## src/rtl/umf_pkg.sv

```systemverilog
// shared types and codes for the unique mode finder
`timescale 1ns / 1ps

package umf_pkg;

  localparam int CNT_W = 7;
  localparam int OUT_W = 32;

  localparam logic [1:0] ST_UNIQUE = 2'd0;
  localparam logic [1:0] ST_ZERO   = 2'd1;
  localparam logic [1:0] ST_MULTI  = 2'd2;

  // flags of a sample travelling down the cell row
  typedef struct packed {
    logic valid;
    logic found;
  } tok_t;

  // tally entry held in one cell
  typedef struct packed {
    logic             used;
    logic [CNT_W-1:0] cnt;
  } ent_t;

endpackage

```

## src/rtl/umf_best.sv

```systemverilog
// running maximum of the tallies shifted out of the row, with a tie flag
`timescale 1ns / 1ps

module umf_best import umf_pkg::*; #(
  parameter int KW = 32
) (
  input  logic             clk,
  input  logic             clear,
  input  logic             en,
  input  ent_t             ent,
  input  logic [KW-1:0]    ent_val,
  output logic [CNT_W-1:0] best_cnt,
  output logic [KW-1:0]    best_val,
  output logic             multi
);

  always_ff @(posedge clk) begin
    if (clear) begin
      best_cnt <= '0;
      best_val <= '0;
      multi    <= 1'b0;
    end else if (en && ent.used) begin
      if (ent.cnt > best_cnt) begin
        best_cnt <= ent.cnt;
        best_val <= ent_val;
        multi    <= 1'b0;
      end else if (ent.cnt == best_cnt) begin
        multi <= 1'b1;
      end
    end
  end

endmodule

```

## config.mk

```make
export PLATFORM = sky130hd
export DESIGN_NAME = umf_best
export DESIGN_NICKNAME = d
export VERILOG_FILES = /design/src/rtl/umf_pkg.sv /design/src/rtl/umf_best.sv
export SDC_FILE = /design/constraint.sdc
export NUM_CORES = 1
export LEC_CHECK = 0
export BUFFER_PORTS_ARGS = -buffer_cell sky130_fd_sc_hd__buf_4
export CAP_MARGIN = 20
export CORE_MARGIN = 1.5
export CORE_UTILIZATION = 45
export DETAILED_ROUTE_END_ITERATION = 10
export GPL_TIMING_DRIVEN = 0
export PLACE_DENSITY = 0.76
export SYNTH_ARGS = -nofsm -noshare
export SYNTH_HDL_FRONTEND = slang
export SYNTH_SLANG_ARGS = --single-unit
```

## constraint.sdc

```tcl
create_clock -name clk -period 4.4 [get_ports clk]
set_input_delay 0.44 -clock clk [delete_from_list [all_inputs] [get_ports clk]]
set_output_delay 0.44 -clock clk [all_outputs]
set_load 0.05 [all_outputs]
```

* Word level (Yosys, flattened, before mapping)
Cells that the tools add are included.
** Storage, ports and cells
- Register bits after elaboration :: 40
- Latch bits :: 0
- Bits in writable memories :: 0
- Bits in read-only memories :: 0
- Input port bits :: 43
- Output and inout bits :: 40
- Memories kept :: 0
** Operators by class
- $add $sub $neg :: 0
- Multiply operators :: 0
- Divide/modulo/power cells :: 0
- $lt $le $gt $ge :: 1
- Equality and inequality tests :: 1
- Shift-type cells :: 0
- Muxes and demuxes :: 2
- Bitwise logic cells :: 0
- Reductions and logical operators :: 4
** Operator list (count)
- $eq 7x7->1 :: 1
- $gt 7x7->1 :: 1
- $reduce_and 2->1 :: 2
- $mux 1 :: 2
- $reduce_bool 2->1 :: 1
- $logic_and 1x1->1 :: 1

* Depth between registers and ports, before layout
- Depth in word-level cells :: 3
- Gate-level depth with buffers :: 7
- Depth with buffers taken out :: 6

* Worst setup path after synthesis
No wires, ideal clock.
- Path type :: register to register
- Start :: register best_cnt[6]
- End :: register best_cnt[0]
- Data arrival time :: 2.033 ns
- Required time :: 4.328 ns
- Setup slack :: 2.296 ns
- Cell stages (with the launch flop) :: 8
- Buffers on the path :: 1
- Period minus slack after synthesis :: 2.104 ns
- Cells stage by stage :: dfxtp_1 inv_1 ha_1 nand4_2 a21o_1 a311oi_4 buf_6 mux2i_1
** On the way
- Word-level cells in the longest chain between the ends :: 2
** RTL lines
- start: declaration :: line umf_best.sv:12 : output logic [CNT_W-1:0] best_cnt,
- start signal: assignment :: line umf_best.sv:24 : best_cnt <= ent.cnt;
- $gt 7x7->1 :: line umf_best.sv:23 : if (ent.cnt > best_cnt) begin
- $reduce_and 2->1 (no line)
No other way between the ends.
A chain may end at the register's enable or synchronous reset.

* Final worst setup path
- Start :: register best_cnt[6]
- End :: register best_val[16]
** On the way
- Word-level cells in the longest chain between the ends :: 2
** RTL lines
- $gt 7x7->1 :: line umf_best.sv:23
- $reduce_and 2->1 (no line)
- end signal: assignment :: line umf_best.sv:25 : best_val <= ent_val;
- end: declaration :: line umf_best.sv:13 : output logic [KW-1:0] best_val,
No other way between the ends.

==> results by group <==
Detailed routing
  – Avg WL per Cell: 12.2 µm
  – Post-route DRC violation count: 0
  – Final ANT Viol Nets: 0
  – Post-Route WL: 4.08 mm
  – Via density: 4.73
  – Drt pass-1 iters: 4
  – Routed via count: 1583
  – Initial DRC count: 47

Final layout
  – Ant diodes: 0
  – Final core occ: 66.4%
  – Multi-input gate area: 0.00107 mm²
  – Design area: 0.00273 mm²
  – Storage cell area: 801 µm²
  – Layout Area Growth over Synthesis: 38.6%
  – Filler Cell Count: 360
  – Nets: 334
  – Layout cell share with drive strength beyond 1: 33.0%

Floorplanning
  – Chip height: 69.2 µm
  – CORE AREA: 0.00412 mm²
  – Io pins: 83
  – Horiz. Die Dim: 69.2 µm
  – Starting Density: 47.9%
  – Full die area: 0.00479 mm²
  – Rows: 23

Synthesis
  – Post-synth cell types: 17
  – Sequential area share after synthesis: 40.6%
  – Ys Warns: 0
  – Yosys top cell by area: dfxtp_1
  – Syn Area/Cell: 10.1 µm²
  – Mapped Cells: 196
  – Yosys top cell area share: 40.6%
  – Synth area leaders: dfxtp_1 41%, nand2b_1 25%, mux2i_1 20%
  – Synth Net Count: 246
  – Seq cells post-synth: 40
  – Cell Area, Synth: 0.00197 mm²

Clock tree
  – CTS hold repair buffers: 0
  – Clock Sinks: 40
  – Postcts setup bufs: 0
  – CTS tree: yes
  – Clock Latency Late Sink: 0.29 ns
  – Resize count post-CTS: 0
  – Maximum clock path buffer count: 2
  – Clock Root Buffer: clkbuf_8
  – Num CTS Buffers: 5
  – Clk slew on worst S/H paths: 0.07 ns
  – H-tree depth: 2

Global route
  – Vias in the first global route: 1609
  – Total GRT Usage: 17.9%
  – Total grt overflow: 0
  – First-pass GRT wire length: 7.00 mm
  – Pin count of the biggest net entering global routing: 12
  – Initial antenna violation count: 0

Run status
  – Outcome: completed

Worst setup path
  – CP Class: reg2reg
  – Critical path arrival: 2.15 ns
  – Crit Path Max Fanout: 10
  – Startpoint Class: flip-flop
  – CP required: 4.62 ns
  – CP Capture Type: flip-flop

Pwr
  – Leakage: 1.18 nW
  – Combinational fraction of design power: 24.7%
  – Switching share of power: 29.4%
  – Worst vdd ir: 0.000145 V
  – Sw Pwr: 250 µW
  – Reg power frac: 46.1%
  – PD cells: 311 mW/mm²
  – Power, Total: 849 µW
  – Clock power share: 29.2%
  – Internal Power: 599 µW

Timing
  – Max Clock Skew: 0.00248 ns
  – Rel. slew slack: 73.5%
  – Final hold violations: 0
  – Tightest Pin Transition: 0.398 ns
  – Final min period: 1.94 ns
  – Peak Freq: 0.516 GHz
  – Max-slew violations: 0
  – Period utilization: 44.1%
  – Fin worst setup slack: 2.46 ns
  – Setup TNS Final: 0 ns
  – Final setup vio count: 0
  – RSZ-0062 raised after global routing: no

Place
  – GPL Wtd Cong: 0.766
  – DP Wirelength: 3.05 mm
  – Placed Area: 0.00264 mm²
  – Port bufs: 81
  – Pre-CTS WS: 2.31 ns

Worst hold path
  – HP Class: in2reg

Job
  – Max capacitance violation total: 0
==> cells in the mapped netlist <==
library cell and count:
a21o_1 2, a21oi_1 2, a311oi_4 1, a31oi_1 1, buf_6 4, clkbuf_1 8, dfxtp_1 40, ha_1 7
inv_1 7, mux2i_1 39, nand2_1 1, nand2b_1 78, nand3_1 2, nand3b_1 1, nand4_2 1, nor2_2 1
nor3_1 1
==> layer usage <==
layer  global-route usage, %  vias to the layer above  part of all wire [%]
met3                    6.25                        2                   6.7
li1                        -                      813                     -
met2                    29.1                       51                    47
met1                    22.3                      717                    46
met5                       0                        -                     0
met4                    5.88                        0                  0.66
==> worst paths after layout <==
path | start | cells past startpoint | to | slack [ns]
worst max-delay path | best_cnt[6] | 7 | best_val[16] | 2.46
worst min-delay path | ent_val[17] | 3 | best_val[17] | 0.41
worst max register to register | best_cnt[6] | 7 | best_val[16] | 2.46
worst min register to register | best_val[26] | 2 | best_val[26] | 0.47
==> power by group through the flow <==
| stage | Sequential (mW) | Clock (mW) | Combinational [mW] |
|---|---|---|---|
| 3_3_place_gp | 0.400 | 0 | 0.209 |
| 3_5_place_dp | 0.400 | 0 | 0.212 |
| 5_1_grt | 0.394 | 0.273 | 0.224 |
| 4_1_cts | 0.392 | 0.259 | 0.212 |
| 2_1_floorplan | 0.463 | 0 | 0.0744 |
| 6_report | 0.392 | 0.248 | 0.210 |
==> logic make-up (layout without fill, tap and decap cells) <==
group / count (synthesis) / count (layout) / share of synthesized area [%]
multiplexers: 39 / 39 / 19.8
flip-flops: 40 / 40 / 40.6
AO/OA/AOI/OAI: 6 / 6 / 2.92
adder cells (fa/ha/maj): 7 / 7 / 4.44
buffers and inverters: 19 / 108 / 5.14
AND/OR/NAND/NOR: 85 / 85 / 27.0
==> state kept, by name, summed over array words and instances, names as in the netlist <==
name	count
best_cnt	7
best_val	32
multi	1
==> through the flow <==
stage / cells / hold slack (ns)
CTS: 335 / 0.407
detailed placement: 327 / 0.466
finish: 335 / 0.415
floorplan: 196 / 0.595
global route: 335 / 0.409
global placement: 327 / 0.462
==> layout by cell type (no fill, tap or decap), types with 2 or more instances in the layout <==
master,count
buf_4,81
nand2b_1,78
dfxtp_1,40
mux2i_1,39
clkbuf_1,10
inv_1,7
ha_1,7
clkbuf_8,6
buf_6,4
a21oi_1,2
a21o_1,2
nand3_1,2
==> layout make-up <==
cell class,instances,area share (%)
Multi-Input combinational cell,137,39.1
Tap cell,50,2.29
Timing Repair Buffer,81,22.3
Sequential cell,40,29.3
Clock buffer,8,3.30
Buffer,12,2.75
Inverter,7,0.962
==> worst max-delay path: stages, from the launching register on <==
cell,delay [ns]
dfxtp_1,0.36
inv_1,0.06
ha_1,0.32
nand4_2,0.13
a21o_1,0.20
a311oi_4,0.36
buf_6,0.23
mux2i_1,0.21
Note: power is estimated with default switching activity, not from simulation.
