--- src/rtl/umf_pkg.sv ---
// shared types and codes for the unique mode finder
`timescale 1ns / 1ps

package umf_pkg;

  localparam int CNT_W = 7;
  localparam int OUT_W = 32;

  localparam logic [1:0] ST_UNIQUE = 2'd0;
  localparam logic [1:0] ST_ZERO   = 2'd1;
  localparam logic [1:0] ST_MULTI  = 2'd2;

  // flags of a sample travelling down the cell row
  typedef struct packed {
    logic valid;
    logic found;
  } tok_t;

  // tally entry held in one cell
  typedef struct packed {
    logic             used;
    logic [CNT_W-1:0] cnt;
  } ent_t;

endpackage

--- src/rtl/umf_cell.sv ---
// one tally cell: matches a passing sample, claims it when free, shifts out on scan
`timescale 1ns / 1ps

module umf_cell import umf_pkg::*; #(
  parameter int KW        = 32,
  parameter int CNT_LIMIT = 64
) (
  input  logic          clk,
  input  logic          rst,
  input  logic          shift,
  input  tok_t          tok_in,
  input  logic [KW-1:0] tok_val_in,
  output tok_t          tok_out,
  output logic [KW-1:0] tok_val_out,
  input  ent_t          nb_in,
  input  logic [KW-1:0] nb_val_in,
  output ent_t          ent,
  output logic [KW-1:0] ent_val
);

  localparam logic [CNT_W-1:0] LIMIT = CNT_W'(CNT_LIMIT);

  logic match;
  logic claim;

  assign match = ent.used && tok_in.valid && (ent_val == tok_val_in);
  // first free cell takes a sample that no earlier cell holds
  assign claim = tok_in.valid && !tok_in.found && !ent.used;

  always_ff @(posedge clk) begin
    if (rst) begin
      tok_out <= '0;
      ent     <= '0;
    end else begin
      tok_out.valid <= tok_in.valid;
      tok_out.found <= tok_in.found || match || claim;
      if (shift) begin
        ent <= nb_in;
      end else if (claim) begin
        ent.used <= 1'b1;
        ent.cnt  <= CNT_W'(1);
      end else if (match && (ent.cnt < LIMIT)) begin
        ent.cnt <= ent.cnt + CNT_W'(1);
      end
    end
  end

  always_ff @(posedge clk) begin
    tok_val_out <= tok_val_in;
    if (shift) begin
      ent_val <= nb_val_in;
    end else if (claim) begin
      ent_val <= tok_val_in;
    end
  end

endmodule

--- config.mk ---
export PLATFORM = sky130hd
export DESIGN_NAME = umf_cell
export DESIGN_NICKNAME = d
export VERILOG_FILES = /design/src/rtl/umf_pkg.sv /design/src/rtl/umf_cell.sv
export SDC_FILE = /design/constraint.sdc
export NUM_CORES = 1
export LEC_CHECK = 0
export BUFFER_PORTS_ARGS = -buffer_cell sky130_fd_sc_hd__buf_2
export CORE_ASPECT_RATIO = 2
export CORE_UTILIZATION = 30
export CTS_CLUSTER_DIAMETER = 120
export DETAILED_ROUTE_END_ITERATION = 6
export PLACE_DENSITY = 0.57
export SLEW_MARGIN = 15
export SYNTH_ARGS = -nofsm -noshare
export SYNTH_HDL_FRONTEND = slang
export SYNTH_SLANG_ARGS = --single-unit
--- constraint.sdc ---
create_clock -name clk -period 3.4 [get_ports clk]
set_input_delay 0.34 -clock clk [delete_from_list [all_inputs] [get_ports clk]]
set_output_delay 0.34 -clock clk [all_outputs]
set_load 0.01 [all_outputs]
Word-level counts from Yosys, hierarchy flattened
Index checks and enable logic that the tools add are counted.
{"block": "totals", "register_bits": 74}
{"block": "op_classes", "reduce_logical": 11, "add_sub_neg": 1, "mux": 6, "order_cmp": 1, "eq_ne": 1}
{"operator": "two-way mux 32 bit", "n": 2}
{"operator": "== test 32 bit", "n": 1}
{"operator": "two-way mux 7 bit", "n": 2}
{"operator": "two-way mux 8 bit", "n": 1}
{"operator": "adder 7 x 1 -> 7 bit, second input constant", "n": 1}
{"operator": "< comparator 7 bit, second input constant", "n": 1}
{"operator": "logical AND 1 bit", "n": 5}
{"operator": "nonzero test 3 bit", "n": 1}
{"operator": "logical NOT 1 bit", "n": 2}
{"operator": "logical OR 1 bit", "n": 2}
{"operator": "nonzero test 2 bit", "n": 1}
{"operator": "two-way mux 1 bit", "n": 1}

Longest topological paths before layout
{"block": "depth", "depth_word": 6, "ltp_mapped": 6, "mapped_depth_nobuf": 6}

Worst setup path after synthesis
Ideal clock, no wire load.
{"block": "synth_path", "path_kind": "reg-to-reg", "start": "reg ent[7] (netlist bit)", "end": "reg ent[6] (netlist bit)", "path_stages_with_launch": 6, "path_slack_ns": 1.043, "n_path_buf": 1, "required_time_ns": 3.301, "period_less_slack_ns": 2.357, "setup_ns": 0.099, "arrival_time_ns": 2.258, "path_cell_list": "dfxtp_1 -> nand2b_1 -> o21bai_2 -> clkbuf_1 -> o2bb2ai_1 -> a221oi_1"}
{"block": "synth_between", "elab_chain_len": 4, "word_cells_on_any_way": 8, "cone_classes": "2 x mux; 6 x reduce/logical"}
{"item": "from (decl)", "line": "umf_cell.sv:17", "text": "output ent_t ent,"}
{"item": "from (signal assigned)", "line": "umf_cell.sv:38", "text": "ent <= nb_in;"}
{"item": "logical NOT 1 bit / logical AND 1 bit (equally long branches)", "line": "umf_cell.sv:28, umf_cell.sv:26"}
{"item": "logical AND 1 bit (on tied branches)", "line": "umf_cell.sv:28, umf_cell.sv:26"}
{"item": "two-way mux 7 bit / logical AND 1 bit (equally long branches)", "line": "umf_cell.sv:39, umf_cell.sv:42"}
{"item": "two-way mux 8 bit / nonzero test 3 bit (equally long branches)"}
Parallel ways exist; a longest one is shown, timed or not.
A chain may end at the register's enable or synchronous reset.

Worst setup path in the final report
{"block": "layout_path", "start": "reg ent_val[10]", "end": "reg ent[5] (netlist bit)"}
{"block": "layout_between", "elab_chain_len": 4}
{"item": "from (decl)", "line": "umf_cell.sv:18", "text": "output logic [KW-1:0] ent_val"}
{"item": "from (signal assigned)", "line": "umf_cell.sv:51", "text": "ent_val <= nb_val_in;"}
{"item": "from (signal assigned)", "line": "umf_cell.sv:53", "text": "ent_val <= tok_val_in;"}
{"item": "== test 32 bit", "line": "umf_cell.sv:26", "text": "assign match = ent.used && tok_in.valid && (ent_val == tok_val_in);"}
{"item": "logical AND 1 bit", "line": "umf_cell.sv:26"}
{"item": "logical AND 1 bit", "line": "umf_cell.sv:42", "text": "end else if (match && (ent.cnt < LIMIT)) begin"}
{"item": "nonzero test 3 bit (no line)"}
No other way between the ends.

==> metrics.md <==
| Metric | Value |
|---|---|
| Mean post-synth cell area | 13.4 sq um |
| Leak | 1.76 nW |
| Total grt overflow | 0 |
| Die ar. | 0.0103 sq mm |
| Initial DRT Pass Iterations | 4 |
| Site row count | 51 |
| Hold WC Path Type | in2reg |
| First-pass GRT wire length | 12200 microns |
| Clock-pin slew on the worst setup and hold paths | 0.06 ns |
| Cts bufs inserted | 9 |
| Clock sinks | 74 |
| Part of the power in registers | 0.459 |
| # port buffers | 150 |
| Fin area | 0.00417 sq mm |
| Worst EP required | 3.60 ns |
| Reg area | 0.00180 sq mm |
| Unrepaired setup endpoints after global routing | no |
| H-tree depth | 3 |
| Yosys top cell area share | 0.323 |
| CTS Hold Bufs | 0 |
| GR Util All Layers | 0.162 |
| CP Launch Type | flip-flop |
| Core Box Area | 0.00970 sq mm |
| Finished Layout Cells | 513 |
| Diodes inserted | 0 |
| Comb pwr share | 0.132 |
| Post-synthesis net count | 300 |
| Commonest cells after routing, fill and taps aside | buf_2, dfxtp_1, mux2_2, edfxtp_1, xnor2_1 |
| Post-Synthesis Cells | 222 |
| First DRT Iteration DRCs | 91 |
| Outcome | complete, no violations |
| Largest net degree at the start of global routing | 31 |
| Worst-Margin Slew | 0.797 ns |
| Max Slew Vio Count | 0 |
| FMAX | 0.419 GHz |
| Data arrival time of the worst path | 2.58 ns |
| Internal power | 0.00171 W |
| Design Power | 0.00224 W |
| Clk root buf | clkbuf_16 |
| Reg2reg setup slack | 1.02 ns |
| # Post-CTS Setup Buffers | 0 |
| DRC | 0 |
| Netlist cell types | 36 |
| Initial Util | 0.307 |
| Min Tclk post-route | 2.38 ns |
| Remaining antenna violation count | 0 |
| TritonCTS clock tree | built |
| Max-Cap Viols | 0 |
| Dpl cell area | 0.00389 sq mm |
| Layout cells sized above 1 | 0.530 |
| Area contributors post-synth | edfxtp_1, dfxtp_1, mux2_2 |
| Fin nets | 456 |
| Vias in the first global route | 2381 |
| Die Y | 143 microns |
| CP Max Fanout | 6 |
| Pwr dens | 537 mW/mm^2 |
| Fin. Hold Viols | 0 |
| Final RePlAce weighted congestion | 0.745 |
| IO Pins | 151 |
| Clk pwr share | 0.409 |
| Period utilization | 0.701 |
| Initial antenna violation count | 0 |
| P&R area growth vs syn | 40.2% |
| Vias per inst | 4.53 |
| Biggest area consumer among synthesized cells | edfxtp_1 |
| Critical Path Sink Type | flip-flop |
| Endpoints failing setup | 0 |
| HPWL Detailed | 6220 microns |
| Mapped cell area | 0.00297 sq mm |
| Peak VDD IR | 0.278 mV |
| Most common cell after layout, fill and taps aside | buf_2 |
| Fillcell total | 962 |
| Yosys warns | 0 |
| Drt wl/cell | 15.3 microns |
| Post-CTS Resized | 0 |
| Clk Latency, worst-skew pair | 0.33 ns |
| Sw power | 0.000524 W |
| Vias | 2325 |
| Final clock skew | 0.00530 ns |
| Setup tns final | 0 ns |
| Slew headroom | 0.467 |
| #FFs+latches synth | 74 |
| Routed Wire Length | 7860 microns |
| Setup Crit Path Kind | reg2reg |
| Die W | 72.4 microns |
| Sw frac | 0.234 |
| Multi-input logic area | 0.00114 sq mm |
| DP Cell Count | 499 |
| Register area share after synthesis | 0.606 |
| Longest Clk Path Bufs | 2 |
[power by group through the flow]
stage | Clock [W] | Sequential, W | Combinational [W]
6_report | 0.000914 | 0.00103 | 0.000295
5_1_grt | 0.000976 | 0.00103 | 0.000325
4_1_cts | 0.000936 | 0.00103 | 0.000302
3_5_place_dp | 0 | 0.00105 | 0.000301
3_3_place_gp | 0 | 0.00104 | 0.000299
2_1_floorplan | 0 | 0.00108 | 0.000121
[Yosys cell counts, drive strengths merged]
cell type  count
dfxtp         42
edfxtp        32
mux2          32
xnor2         21
nand4         11
xor2          11
nor2           7
nor4           7
clkbuf         6
nand2          6
nand2b         6
nor3           6
a221oi         3
inv            3
nand3          3
nor2b          3
nor3b          3
a31o           2
and3           2
o21ai          2
a2111oi        1
a211o          1
a211oi         1
a21boi         1
a21oi          1
a221o          1
a31oi          1
and4           1
buf            1
ha             1
nand4b         1
o21bai         1
o2bb2ai        1
or4            1
[sequential cells by signal, summed over array words and instances, names as in the netlist]
name	cells
ent	8
ent_val	32
tok_out	2
tok_val_out	32
[cell families (layout without fill, tap and decap cells)]
| logic type | count (synthesis) | count (layout) | share of synthesized area |
|---|---|---|---|
| xor+xnor | 32 | 32 | 0.0942 |
| buf+inv | 10 | 169 | 0.0126 |
| compound gates | 16 | 16 | 0.0471 |
| mux | 32 | 32 | 0.121 |
| simple gates | 57 | 57 | 0.115 |
| fa+ha+maj | 1 | 1 | 0.00421 |
| flops | 74 | 74 | 0.606 |
[critical path, cell delays in order (launching register included)]
cell and delay, ns:
edfxtp_1 0.40, xnor2_1 0.28, nand4_1 0.14, nor4_1 0.51, nand4b_1 0.35, a2111oi_0 0.49, nor4_1 0.09
[per-layer routing]
layer | wire length [microns] | up-vias | GRT usage
met1 | 2780 | 1097 | 0.165
met3 | 342 | 13 | 0.0303
li1 | - | 1134 | -
met5 | 0 | - | 0
met2 | 4540 | 81 | 0.301
met4 | 202 | 0 | 0.0867
[through the flow]
stage          hold slack (ns)   util  worst slack (ns)
2_1_floorplan            0.368      -              1.04
3_3_place_gp             0.478  0.401              1.02
3_5_place_dp             0.479  0.401             0.983
4_1_cts                  0.133  0.430              1.04
5_1_grt                  0.135  0.430             0.862
6_report                 0.146  0.430              1.02
[worst paths after layout]
check	from	end	depth (start not counted)
setup / recovery	ent_val[10]	ent[5]	6
hold / removal	tok_val_in[15]	tok_val_out[15]	1
setup reg to reg	ent_val[10]	ent[5]	6
hold reg to reg	ent[2]	ent[2]	2
[area by class of cell]
type,instances,share of cell area
Tap cell,132,0.0396
Sequential cell,74,0.432
Clock buffer,10,0.0573
Timing Repair Buffer,152,0.184
Inverter,3,0.00270
Clock inverter,4,0.0105
Multi-Input combinational cell,138,0.274
No activity file was read; power rests on OpenSTA's default activity.
